[src/rcsp_pkg.sv]
// Shared types, constants and codes of the reference-counted slot pool.
package rcsp_pkg;

    localparam int SLOTS    = 128;
    localparam int MAX_REFS = 32767;

    localparam int WORD_W   = 16;
    localparam int ADDR_W   = $clog2(SLOTS);
    localparam int HEAD_W   = $clog2(SLOTS + 1);
    localparam int IDX_W    = 7;
    localparam int MODE_W   = 2;
    localparam int STAT_W   = 3;
    localparam int CNT_W    = 15;

    localparam int IN_DATA_W  = 16;
    localparam int OUT_DATA_W = 32;

    typedef enum logic [MODE_W-1:0] {
        MODE_ALLOC  = 2'd0,
        MODE_RETAIN = 2'd1,
        MODE_DROP   = 2'd2,
        MODE_QUERY  = 2'd3
    } mode_t;

    typedef enum logic [STAT_W-1:0] {
        STAT_OK      = 3'd0,
        STAT_FREED   = 3'd1,
        STAT_FULL    = 3'd2,
        STAT_NOT_USE = 3'd3,
        STAT_SAT     = 3'd4
    } status_t;

    typedef struct packed {
        logic rd;
        logic commit;
    } ctrl_cmd_t;

    typedef struct packed {
        logic [HEAD_W-1:0] free_head;
    } dp_stat_t;

endpackage

[src/rcsp_ram.sv]
// Generic single-port-write, single-port-read RAM with registered read data.
module rcsp_ram #(
    parameter int WIDTH = 16,
    parameter int DEPTH = 128
) (
    input  logic                     aclk,
    input  logic                     we,
    input  logic [$clog2(DEPTH)-1:0] waddr,
    input  logic [WIDTH-1:0]         wdata,
    input  logic                     re,
    input  logic [$clog2(DEPTH)-1:0] raddr,
    output logic [WIDTH-1:0]         rdata
);

    logic [WIDTH-1:0] mem [DEPTH];
    logic [WIDTH-1:0] rdata_reg;

    always_ff @(posedge aclk) begin
        if (we) begin
            mem[waddr] <= wdata;
        end
        if (re) begin
            rdata_reg <= mem[raddr];
        end
    end

    assign rdata = rdata_reg;

endmodule

[src/rcsp_ctrl.sv]
// Controller of the slot pool: request sequencing and output word handshake.
module rcsp_ctrl (
    input  logic                aclk,
    input  logic                aresetn,
    input  logic                s_tvalid,
    output logic                s_tready,
    output logic                m_tvalid,
    input  logic                m_tready,
    output rcsp_pkg::ctrl_cmd_t cmd
);

    typedef enum logic [1:0] {
        ST_IDLE = 2'b01,
        ST_EXEC = 2'b10
    } state_t;

    state_t state_reg, state_next;
    logic   out_valid_reg, out_valid_next;
    logic   out_free;

    assign out_free   = !out_valid_reg || m_tready;
    assign s_tready   = (state_reg == ST_IDLE);
    assign cmd.rd     = s_tready && s_tvalid;
    assign cmd.commit = (state_reg == ST_EXEC) && out_free;
    assign m_tvalid   = out_valid_reg;

    always_comb begin
        state_next = state_reg;
        case (state_reg)
            ST_IDLE: begin
                if (s_tvalid) begin
                    state_next = ST_EXEC;
                end
            end
            ST_EXEC: begin
                // hold until the output register can take the result
                if (out_free) begin
                    state_next = ST_IDLE;
                end
            end
            default: state_next = ST_IDLE;
        endcase
    end

    always_comb begin
        out_valid_next = out_valid_reg;
        if (cmd.commit) begin
            out_valid_next = 1'b1;
        end else if (m_tready) begin
            out_valid_next = 1'b0;
        end
    end

    always_ff @(posedge aclk) begin
        if (!aresetn) begin
            state_reg     <= ST_IDLE;
            out_valid_reg <= 1'b0;
        end else begin
            state_reg     <= state_next;
            out_valid_reg <= out_valid_next;
        end
    end

endmodule

[src/rcsp_dpath.sv]
// Datapath of the slot pool: slot word store, free-list head and result register.
module rcsp_dpath (
    input  logic                                 aclk,
    input  logic                                 aresetn,
    input  rcsp_pkg::ctrl_cmd_t                  cmd,
    input  logic [rcsp_pkg::IN_DATA_W-1:0]       s_tdata,
    output logic [rcsp_pkg::OUT_DATA_W-1:0]      m_tdata,
    output rcsp_pkg::dp_stat_t                   stat
);

    localparam int WORD_W = rcsp_pkg::WORD_W;
    localparam int ADDR_W = rcsp_pkg::ADDR_W;
    localparam int HEAD_W = rcsp_pkg::HEAD_W;
    localparam int IDX_W  = rcsp_pkg::IDX_W;
    localparam int CNT_W  = rcsp_pkg::CNT_W;
    localparam logic [HEAD_W-1:0] SLOTS_H = HEAD_W'(rcsp_pkg::SLOTS);
    localparam logic [WORD_W-1:0] MAX_W   = WORD_W'(rcsp_pkg::MAX_REFS);
    localparam logic [WORD_W-1:0] ONE_W   = WORD_W'(1);

    // request fields
    rcsp_pkg::mode_t  in_mode;
    logic [IDX_W-1:0] in_idx;

    assign in_mode = rcsp_pkg::mode_t'(s_tdata[1:0]);
    assign in_idx  = s_tdata[8:2];

    // state
    logic [HEAD_W-1:0]  free_head_reg, free_head_next;
    logic [rcsp_pkg::SLOTS-1:0] init_reg;

    // request registers
    rcsp_pkg::mode_t    req_mode_reg;
    logic [IDX_W-1:0]   req_idx_reg;
    logic [ADDR_W-1:0]  rd_addr_reg;
    logic               rd_init_reg;

    // result registers
    logic [IDX_W-1:0]     out_id_reg;
    rcsp_pkg::status_t    out_stat_reg;
    logic [CNT_W-1:0]     out_cnt_reg;
    logic                 out_use_reg;

    // RAM port
    logic [ADDR_W-1:0]  raddr;
    logic [WORD_W-1:0]  ram_rdata;
    logic               wr_c;
    logic [ADDR_W-1:0]  waddr_c;
    logic [WORD_W-1:0]  wdata_c;

    // execute stage
    logic [WORD_W-1:0]  word;
    logic [WORD_W-1:0]  cnt;
    logic [HEAD_W-1:0]  idx_h;
    logic               live;
    logic [IDX_W-1:0]   res_id;
    rcsp_pkg::status_t  res_stat;
    logic [CNT_W-1:0]   res_cnt;
    logic               res_use;

    assign raddr = (in_mode == rcsp_pkg::MODE_ALLOC) ? free_head_reg[ADDR_W-1:0]
                                                      : ADDR_W'(in_idx);

    rcsp_ram #(
        .WIDTH (WORD_W),
        .DEPTH (rcsp_pkg::SLOTS)
    ) u_ram (
        .aclk  (aclk),
        .we    (wr_c),
        .waddr (waddr_c),
        .wdata (wdata_c),
        .re    (cmd.rd),
        .raddr (raddr),
        .rdata (ram_rdata)
    );

    // an entry never written still holds its reset link, index plus one
    assign word  = rd_init_reg ? ram_rdata : (WORD_W'(rd_addr_reg) + ONE_W);
    assign cnt   = WORD_W'(0) - word;
    assign idx_h = HEAD_W'(req_idx_reg);
    assign live  = (idx_h < SLOTS_H) && word[WORD_W-1];

    always_comb begin
        free_head_next = free_head_reg;
        wr_c           = 1'b0;
        waddr_c        = rd_addr_reg;
        wdata_c        = word;
        res_id         = req_idx_reg;
        res_stat       = rcsp_pkg::STAT_OK;
        res_cnt        = cnt[CNT_W-1:0];
        res_use        = 1'b1;
        if (req_mode_reg == rcsp_pkg::MODE_ALLOC) begin
            if (free_head_reg >= SLOTS_H) begin
                res_id   = '0;
                res_stat = rcsp_pkg::STAT_FULL;
                res_cnt  = '0;
                res_use  = 1'b0;
            end else begin
                // pop the head; clamp a corrupt link to the empty mark
                free_head_next = (word <= WORD_W'(rcsp_pkg::SLOTS)) ? word[HEAD_W-1:0]
                                                                    : SLOTS_H;
                wr_c    = 1'b1;
                wdata_c = WORD_W'(0) - ONE_W;
                res_id  = IDX_W'(free_head_reg);
                res_cnt = CNT_W'(1);
            end
        end else if (!live) begin
            res_stat = rcsp_pkg::STAT_NOT_USE;
            res_cnt  = '0;
            res_use  = 1'b0;
        end else begin
            case (req_mode_reg)
                rcsp_pkg::MODE_RETAIN: begin
                    if (cnt >= MAX_W) begin
                        res_stat = rcsp_pkg::STAT_SAT;
                    end else begin
                        wr_c    = 1'b1;
                        wdata_c = word - ONE_W;
                        res_cnt = CNT_W'(cnt + ONE_W);
                    end
                end
                rcsp_pkg::MODE_DROP: begin
                    wr_c = 1'b1;
                    if (cnt == ONE_W) begin
                        // last reference: push the slot back on the free list
                        wdata_c        = WORD_W'(free_head_reg);
                        free_head_next = idx_h;
                        res_stat       = rcsp_pkg::STAT_FREED;
                        res_cnt        = '0;
                        res_use        = 1'b0;
                    end else begin
                        wdata_c = word + ONE_W;
                        res_cnt = CNT_W'(cnt - ONE_W);
                    end
                end
                default: begin
                    res_stat = rcsp_pkg::STAT_OK;
                end
            endcase
        end
        wr_c = wr_c && cmd.commit;
    end

    always_ff @(posedge aclk) begin
        if (!aresetn) begin
            free_head_reg <= '0;
            init_reg      <= '0;
        end else if (cmd.commit) begin
            free_head_reg <= free_head_next;
            if (wr_c) begin
                init_reg[waddr_c] <= 1'b1;
            end
        end
    end

    always_ff @(posedge aclk) begin
        if (cmd.rd) begin
            req_mode_reg <= in_mode;
            req_idx_reg  <= in_idx;
            rd_addr_reg  <= raddr;
            rd_init_reg  <= init_reg[raddr];
        end
        if (cmd.commit) begin
            out_id_reg   <= res_id;
            out_stat_reg <= res_stat;
            out_cnt_reg  <= res_cnt;
            out_use_reg  <= res_use;
        end
    end

    assign m_tdata = {6'd0, out_use_reg, out_cnt_reg, out_stat_reg, out_id_reg};
    assign stat.free_head = free_head_reg;

endmodule

[src/refcounted_slot_pool.sv]
// Top level of the reference-counted slot pool.
//
// Usage:
//   Requests arrive on the s_ channel, one word each: mode (allocate, retain,
//   drop, query) and the slot index. Each request yields exactly one result
//   word on the m_ channel: slot id, status, reference count and in-use flag.
//   A request is taken in the idle state, which starts the registered read of
//   its slot word from the store; in the execute state the word comes back and
//   the update is committed once the output register is free, and no further
//   request is taken until that commit. The result appears on m_tvalid the
//   cycle after the commit.
//   Reset (aresetn low at a clock edge) empties the output register, sets
//   the free-list head to slot 0 and marks every slot word as unwritten,
//   which reads back as the reset chain of index plus one; no clearing pass
//   is needed, so requests are taken in the first cycle after reset.
//   When the receiver stalls, the finished word waits in the output register
//   and one further request is still taken; its commit then holds until the
//   output register drains, and s_tready stays low meanwhile.
module refcounted_slot_pool (
    input  logic                                aclk,
    input  logic                                aresetn,
    input  logic                                s_tvalid,
    output logic                                s_tready,
    // [1:0] mode, [8:2] slot_index, [15:9] zero
    input  logic [rcsp_pkg::IN_DATA_W-1:0]      s_tdata,
    output logic                                m_tvalid,
    input  logic                                m_tready,
    // [6:0] slot_id, [9:7] status, [24:10] ref_count, [25] in_use, [31:26] zero
    output logic [rcsp_pkg::OUT_DATA_W-1:0]     m_tdata
);

    rcsp_pkg::ctrl_cmd_t cmd;
    rcsp_pkg::dp_stat_t  stat;

    // sequencing and handshake
    rcsp_ctrl u_ctrl (
        .aclk     (aclk),
        .aresetn  (aresetn),
        .s_tvalid (s_tvalid),
        .s_tready (s_tready),
        .m_tvalid (m_tvalid),
        .m_tready (m_tready),
        .cmd      (cmd)
    );

    // slot store, free list and result register
    rcsp_dpath u_dpath (
        .aclk    (aclk),
        .aresetn (aresetn),
        .cmd     (cmd),
        .s_tdata (s_tdata),
        .m_tdata (m_tdata),
        .stat    (stat)
    );

    // a taken request blocks the next one for at least its execute cycle
    a_one_at_a_time: assert property (@(posedge aclk) disable iff (!aresetn)
        s_tvalid && s_tready |=> !s_tready)
        else $error("request taken while another is in flight");

    // the free-list head is a slot index or the empty mark
    a_head_range: assert property (@(posedge aclk) disable iff (!aresetn)
        stat.free_head <= rcsp_pkg::HEAD_W'(rcsp_pkg::SLOTS))
        else $error("free-list head out of range");

    // a freed slot reports no references and no live allocation
    a_freed_empty: assert property (@(posedge aclk) disable iff (!aresetn)
        m_tvalid && (m_tdata[9:7] == rcsp_pkg::STAT_FREED)
        |-> (m_tdata[24:10] == '0) && !m_tdata[25])
        else $error("freed slot reported with references");

    // a commit only follows a taken request
    a_commit_after_take: assert property (@(posedge aclk) disable iff (!aresetn)
        cmd.commit |-> !s_tready)
        else $error("commit without a pending request");

endmodule
[config.mk]
export PLATFORM = sky130hd
export DESIGN_NAME = refcounted_slot_pool
export DESIGN_NICKNAME = d
export VERILOG_FILES = /design/src/rcsp_pkg.sv /design/src/rcsp_ram.sv /design/src/rcsp_ctrl.sv /design/src/rcsp_dpath.sv /design/src/refcounted_slot_pool.sv
export SDC_FILE = /design/constraint.sdc
export NUM_CORES = 2
export LEC_CHECK = 0
export BUFFER_PORTS_ARGS = -buffer_cell sky130_fd_sc_hd__buf_4
export CAP_MARGIN = 10
export CORE_MARGIN = 4
export CORE_UTILIZATION = 32
export DETAILED_ROUTE_END_ITERATION = 6
export PLACE_DENSITY = 0.5
export SLEW_MARGIN = 20
export SYNTH_ARGS = -nofsm -noshare
export SYNTH_HDL_FRONTEND = slang
export SYNTH_SLANG_ARGS = --single-unit
[constraint.sdc]
create_clock -name aclk -period 34.1 [get_ports aclk]
set_clock_uncertainty 0.1 [all_clocks]
set_input_delay 8.525 -clock aclk [delete_from_list [all_inputs] [get_ports aclk]]
set_output_delay 8.525 -clock aclk [all_outputs]
set_load 0.02 [all_outputs]
* Word-level counts from Yosys, hierarchy flattened
Memories as Yosys holds them, arrays and structs flattened. A register that Yosys moved wholly into a read port is not among the register bits.
Index checks and enable logic that the tools add are counted.
** Word-level totals
- Register bits :: 182
- Bits in writable memories :: 2048
- Input bits :: 20
- Output and inout bits :: 34
- Word-level logic and storage cells :: 99
- Memories :: 1
** Operators by class
- Add/subtract/negate cells :: 6
- Order comparisons :: 7
- Equal/unequal tests :: 8
- Multiplexer cells :: 48
- Bitwise logic cells :: 1
- Reductions and logical operators :: 16
** Memory list
- u_dpath.u_ram.mem :: depth 128, width 16, rd ports 1, clocked after Yosys merged registers in 1, wr ports 1, RTL line rcsp_ram.sv:15 : logic [WIDTH-1:0] mem [DEPTH];
** Operators by type and width (count)
- bitwise OR 128 bit :: 1
- 2-to-1 mux 16 bit :: 6
- 2-to-1 mux 15 bit :: 4
- 2-to-1 mux 8 bit :: 6
- case mux 16 bit (2 select lines) :: 1
- case mux 15 bit (2 select lines) :: 1
- < comparator 7 x 8 -> 1 bit, second input constant :: 3
- 2-to-1 mux 7 bit :: 3
- adder 16 x 1 -> 16 bit, second input constant :: 1
- == test 16 x 1 -> 1 bit, second input constant :: 1
- greater-or-equal comparator 16 x 15 -> 1 bit, second input constant :: 1
- less-or-equal comparator 16 x 8 -> 1 bit, second input constant :: 1
- 2-to-1 mux 1 bit :: 16
- subtractor 1 x 16 -> 16 bit, first input constant :: 1
- subtractor 16 x 1 -> 16 bit, second input constant :: 1
- adder 15 x 1 -> 15 bit, second input constant :: 1
- subtractor 15 x 1 -> 15 bit, second input constant :: 1
- 2-to-1 mux 3 bit :: 3
- adder 7 x 1 -> 8 bit, second input constant :: 1
- greater-or-equal comparator 8 bit, second input constant :: 1
- nonzero test 2 bit :: 4
- binary-select mux 1 bit (select 7 bit) :: 1
- demux 1 bit (select 7 bit) :: 1
- greater-or-equal comparator 7 x 1 -> 1 bit, second input constant :: 1
- 14 further kinds :: 25

* Longest topological paths before layout
- Depth in word-level cells :: 11
- Depth in mapped cells :: 19
- Gate-level depth less buffers :: 14

* Cells and area by module
From an unflattened synthesis, not the netlist that was laid out.
** Second synthesis, totals
- Cell total of the unflattened synthesis :: 4416
- Area, all modules :: 89134.2 um^2
** By module, submodules not included
- rcsp_ram :: times used 1, cells each 3086, area an instance 78683.0 um^2, seq. area each 61979.4 um^2
- rcsp_dpath :: times used 1, cells each 1317, area an instance 10317.4 um^2, seq. area each 4013.8 um^2
- rcsp_ctrl :: times used 1, cells each 13, area an instance 133.9 um^2, seq. area each 60.1 um^2

* Least setup slack after synthesis
OpenSTA, ideal clock, no wires.
- Kind :: in2reg
- Start point :: input m_tready
- End point :: memory u_dpath.u_ram.mem[127][0] (enable)
- Library setup time :: 0.434 ns
- Arrival :: 11.498 ns
- Required time :: 33.566 ns
- Setup slack :: 22.069 ns
- Cell stages on the path :: 6
- Buffers on the path :: 1
- Path through :: nand2b_1 nand2b_1 clkbuf_1 inv_1 nand3_1 nor4_1
** On the way
- Word-level cells in the longest chain between the ends :: 5
** Ends and longest elaborated chain
- start, declared :: RTL line refcounted_slot_pool.sv:27 : input logic m_tready,
- logical OR 1 bit :: RTL line rcsp_ctrl.sv:21 : assign out_free = !out_valid_reg || m_tready;
- logical AND 1 bit :: RTL line rcsp_ctrl.sv:24 : assign cmd.commit = (state_reg == ST_EXEC) && out_free;
- logical AND 1 bit :: RTL line rcsp_dpath.sv:140 : wr_c = wr_c && cmd.commit;
- 2-to-1 mux 1 bit :: RTL line rcsp_ram.sv:19 : if (we) begin
- 2-to-1 mux 1 bit (implied by the code) :: RTL line rcsp_ram.sv:20 : mem[waddr] <= wdata;
- end, declared :: RTL line rcsp_ram.sv:15
No other way between the ends.

* Final worst setup path
- Start point :: input s_tdata[1] (netlist bit)
- End point :: register u_dpath.u_ram.rdata_reg[2] (netlist: u_dpath.u_ram.rdata[2]), read port of u_dpath.u_ram.mem, data pin
** On the way
- Word-level cells in the longest chain between the ends :: 2
** Ends and longest elaborated chain
- start, declared :: RTL line refcounted_slot_pool.sv:25 : input logic [rcsp_pkg::IN_DATA_W-1:0] s_tdata,
- zero test 2 bit :: RTL line rcsp_dpath.sv:60 : assign raddr = (in_mode == rcsp_pkg::MODE_ALLOC) ? free_head_reg[ADDR_W-1:0]
- 2-to-1 mux 7 bit :: RTL line rcsp_dpath.sv:60
- end, declared :: RTL line rcsp_ram.sv:16 : logic [WIDTH-1:0] rdata_reg;
No other way between the ends.
A chain may end at the register's enable or synchronous reset.

==> summary.txt <==
Place
  – Post-DP HPWL: about 150,000 um
  – Dpl ws: 17.48 ns
  – GP Congestion: around 0.85
  – Placed instance area: 97,300 um^2
  – Port Buffers: 40

Detailed routing
  – WL final: approximately 280,000 um
  – Antenna-violating nets left: 0
  – Routed vias: around 60k
  – Remaining DRCs: 1
  – Drt initial violations: approximately 6.0k
  – First-pass DRT Iterations: 7
  – Vias per inst: around 5.3
  – DR WL/cell: 23.9 um

Finish
  – Final #Nets: around 7.6k
  – Largest register FFs: approximately 2.0k
  – Layout cells sized above 1: about 8.8%
  – Synth-to-layout area growth: 13.9%
  – Fin area: roughly 100,000 um^2

Synthesis
  – Main synth FF type: edfxtp_1
  – Post-Synth XOR/XNOR Area: 0.275%
  – Post-synthesis mux area share: less than 1%
  – Largest family of logic cells by synthesized area: simple AND/OR/NAND/NOR gates
  – Post-synthesis async set-or-reset flop share: 0%
  – Compound-gate portion of the synthesized area: under 10%
  – Post-synth EDFFs: approximately 2.1k
  – Syn_area_per_cell: about 12 um^2
  – Post-Syn Instances: 7,633
  – Distinct cells, synth: 82
  – Synthesized area: 92,000 um^2
  – Register area share after synthesis: 71.8%
  – Register bit count reported by yosys: between 2k and 2.5k
  – Yosys warnings: 0
  – Post-synthesis adder-cell area fraction: less than 1%
  – Simple-Gate Fraction of Synth Area: approximately 18%

Power and ir drop
  – Pleak: roughly 0.035 uW
  – Pwr dens: ~59 nW/um^2
  – Maximum vdd drop: slightly below 0.00005 V
  – Final Total Pwr: between 6000 and 7000 uW

Clock tree
  – Number of buffers created by CTS: ~240
  – Root Buffer: clkbuf_16
  – Clock sink total: between 2k and 2.5k
  – TritonCTS clock tree: yes
  – Insertion delay to the later sink of the worst-skew pair: 0.91 ns
  – CTS max path bufs: 3
  – Cts-stage hold buffer count: 0
  – Clock slew at reported path FFs: ~0.06 ns
  – # H-tree levels: 4
  – Resize count post-CTS: 0
  – Post-CTS Setup Inserts: 0

Timing
  – Fin. Hold Viols: 0
  – Worst Max-Slew Pin Slew: 1.21 ns
  – Minimum clock period: roughly 16 ns
  – Fmax: between 60 and 70 MHz
  – Slew margin rel.: a little under a fifth
  – Setup TNS: 0 ns
  – Pins Over Slew Limit: 0
  – Period utilization: 45.7%
  – Slack of the critical path: ~19 ns
  – Fin Hold WS: 0.355 ns
  – Setup violators final: 0
  – RSZ-0062 raised after global routing: no

Floorplan
  – Starting Density: about a third
  – Die width: roughly 540 um
  – IO Pins: between 50 and 60
  – Core area: 286,000 um^2
  – FP Rows: 196
  – Die footprint: 296,000 um^2
  – Die Y: around 540 um

Status
  – Failing checks: DRC
  – Outcome: complete, but fails checks

Setup path
  – Worst r2r src: u_dpath.stat[1]
  – CP Class: primary input to flop
  – Worst path arrival time: roughly 16 ns
  – Required @ worst endpoint: 34.69 ns
  – CP startpoint kind: primary input
  – Setup crit end kind: flop
  – Crit-path max FO: 141
  – Critical path origin: s_tdata[1]
  – Reg2Reg Depth: 16

Global route
  – Total grt overflow: 0
  – Vias in the first global route: between 50k and 60k
  – Initial antenna violation count: 15
  – Largest net degree at the start of global routing: around 170
  – Gr usage total: a little under a fifth
  – First-pass GRT wire length: 402,000 um

Min path
  – Worst Min Path Start: u_dpath.init_reg[60]
  – HP Class: flop to flop
  – Hold Path Depth: 2

Flow run
  – Max Cap Viol: 0
-- layout by cell type, fill, tap and decap left out, types with 6 or more instances in the layout --
| cell | count |
|---|---|
| ha_1 | 11 |
| nor2b_1 | 14 |
| conb_1 | 6 |
| nor3_1 | 19 |
| o31ai_1 | 20 |
| mux2i_1 | 11 |
| and2_1 | 11 |
| o21ai_0 | 110 |
| nand2_1 | 2377 |
| clkinv_16 | 10 |
| buf_12 | 16 |
| dfxtp_1 | 139 |
| a22o_1 | 60 |
| nor2_2 | 14 |
| nand4_1 | 11 |
| o211ai_1 | 7 |
| edfxtp_1 | 2107 |
| a311oi_1 | 375 |
| nand3_1 | 1135 |
| buf_4 | 265 |
| nor2_1 | 155 |
| a31oi_1 | 46 |
| o22ai_1 | 6 |
| clkbuf_8 | 15 |
| nand2b_1 | 15 |
| clkbuf_16 | 237 |
| and3_1 | 144 |
| bufinv_16 | 12 |
| inv_1 | 14 |
| xnor2_1 | 22 |
| mux2i_4 | 7 |
| o311ai_0 | 17 |
| o21a_1 | 27 |
| clkinv_1 | 58 |
| clkbuf_1 | 73 |
| clkinv_2 | 27 |
| a21oi_1 | 57 |
| nor3_2 | 14 |
-- Yosys cell counts, types with 4 or more instances --
library cell | number | area [um^2]
nand2_1 | 2377 | 8920
edfxtp_1 | 2107 | 63300
nand3_1 | 1136 | 5690
clkbuf_1 | 464 | 1740
a311oi_1 | 376 | 3290
nor2_1 | 172 | 646
and3_1 | 145 | 907
dfxtp_1 | 139 | 2780
o21ai_0 | 111 | 556
a21oi_1 | 62 | 310
a22o_1 | 60 | 526
buf_1 | 55 | 206
a31oi_1 | 46 | 288
buf_2 | 31 | 155
nor3_1 | 31 | 155
o21a_1 | 27 | 203
o31ai_1 | 23 | 173
xnor2_1 | 22 | 193
inv_1 | 17 | 63.8
mux2i_1 | 17 | 170
o311ai_0 | 17 | 149
nand2b_1 | 15 | 93.8
nor2b_1 | 14 | 87.6
and2_1 | 12 | 75.1
buf_4 | 12 | 90.1
ha_1 | 11 | 138
nand4_1 | 11 | 68.8
o211ai_1 | 7 | 52.6
o22ai_1 | 6 | 37.5
a211oi_1 | 5 | 37.5
mux2_2 | 5 | 56.3
o2111ai_1 | 5 | 43.8
xor2_1 | 5 | 43.8
a21o_1 | 4 | 30.0
a32oi_1 | 4 | 35.0
nor4_1 | 4 | 25.0
o221ai_1 | 4 | 35.0
or2_2 | 4 | 25.0
-- report_power, final --
group          leakage (uW)  total [uW]  switching, uW  internal, uW
Clock               0.00364        2500           1090          1410
Sequential           0.0201        3120           5.03          3120
Combinational        0.0112         566            451           115
-- worst paths after layout --
kind,to,slack (ns)
max,u_dpath.u_ram.rdata[2],18.52
min,u_dpath.init_reg[60],0.35
min reg2reg,u_dpath.init_reg[60],0.35
max reg2reg,u_dpath.u_ram.rdata[2],26.42
-- layout make-up --
type | instances | area, um^2
multi-input combinational | 4809 | 24100
tap | 3762 | 4710
clock inverter | 115 | 1140
clock buffer | 325 | 6410
timing repair buffer | 282 | 2320
inverter | 20 | 97.6
antenna | 2 | 5.00
fill | 27275 | 181000
sequential | 2246 | 66100
-- per-stage QoR --
| step | cells | util, % |
|---|---|---|
| 6_report | 11561 | 36.7 |
| 5_1_grt | 11560 | 36.7 |
| 4_1_cts | 11559 | 36.7 |
| 3_5_place_dp | 11119 | 34.1 |
| 3_3_place_gp | 11119 | 34.0 |
| 2_1_floorplan | 7638 | - |
-- worst max-delay path, stage by stage --
cell and delay [ns]:
buf_4 0.11, nor2_1 0.09, buf_4 0.27, mux2i_4 0.35, buf_4 0.53, buf_4 0.64, buf_4 0.68, buf_4 0.63
buf_12 0.51, buf_4 0.72, buf_12 0.51, nand2_1 0.10, and3_1 0.19, a311oi_1 0.34, a311oi_1 0.12, a311oi_1 0.79
o31ai_1 0.12, buf_4 0.22, o21ai_0 0.18
-- metal layers --
layer,routed length (um),global-route usage [%]
met1,123000,25.8
met2,128000,28.8
met3,16900,2.49
met4,7620,5.27
met5,0,0
-- logic make-up (layout without fill, tap and decap cells) --
logic type	Yosys count	in the layout
XOR/XNOR	28	28
AO/OA/AOI/OAI	794	794
other	1	8
adder cells (fa/ha/maj)	11	11
flip-flops	2246	2246
AND/OR/NAND/NOR	3947	3947
multiplexers	23	23
buffers and inverters	583	742
Power figures use the tool's default switching activity.
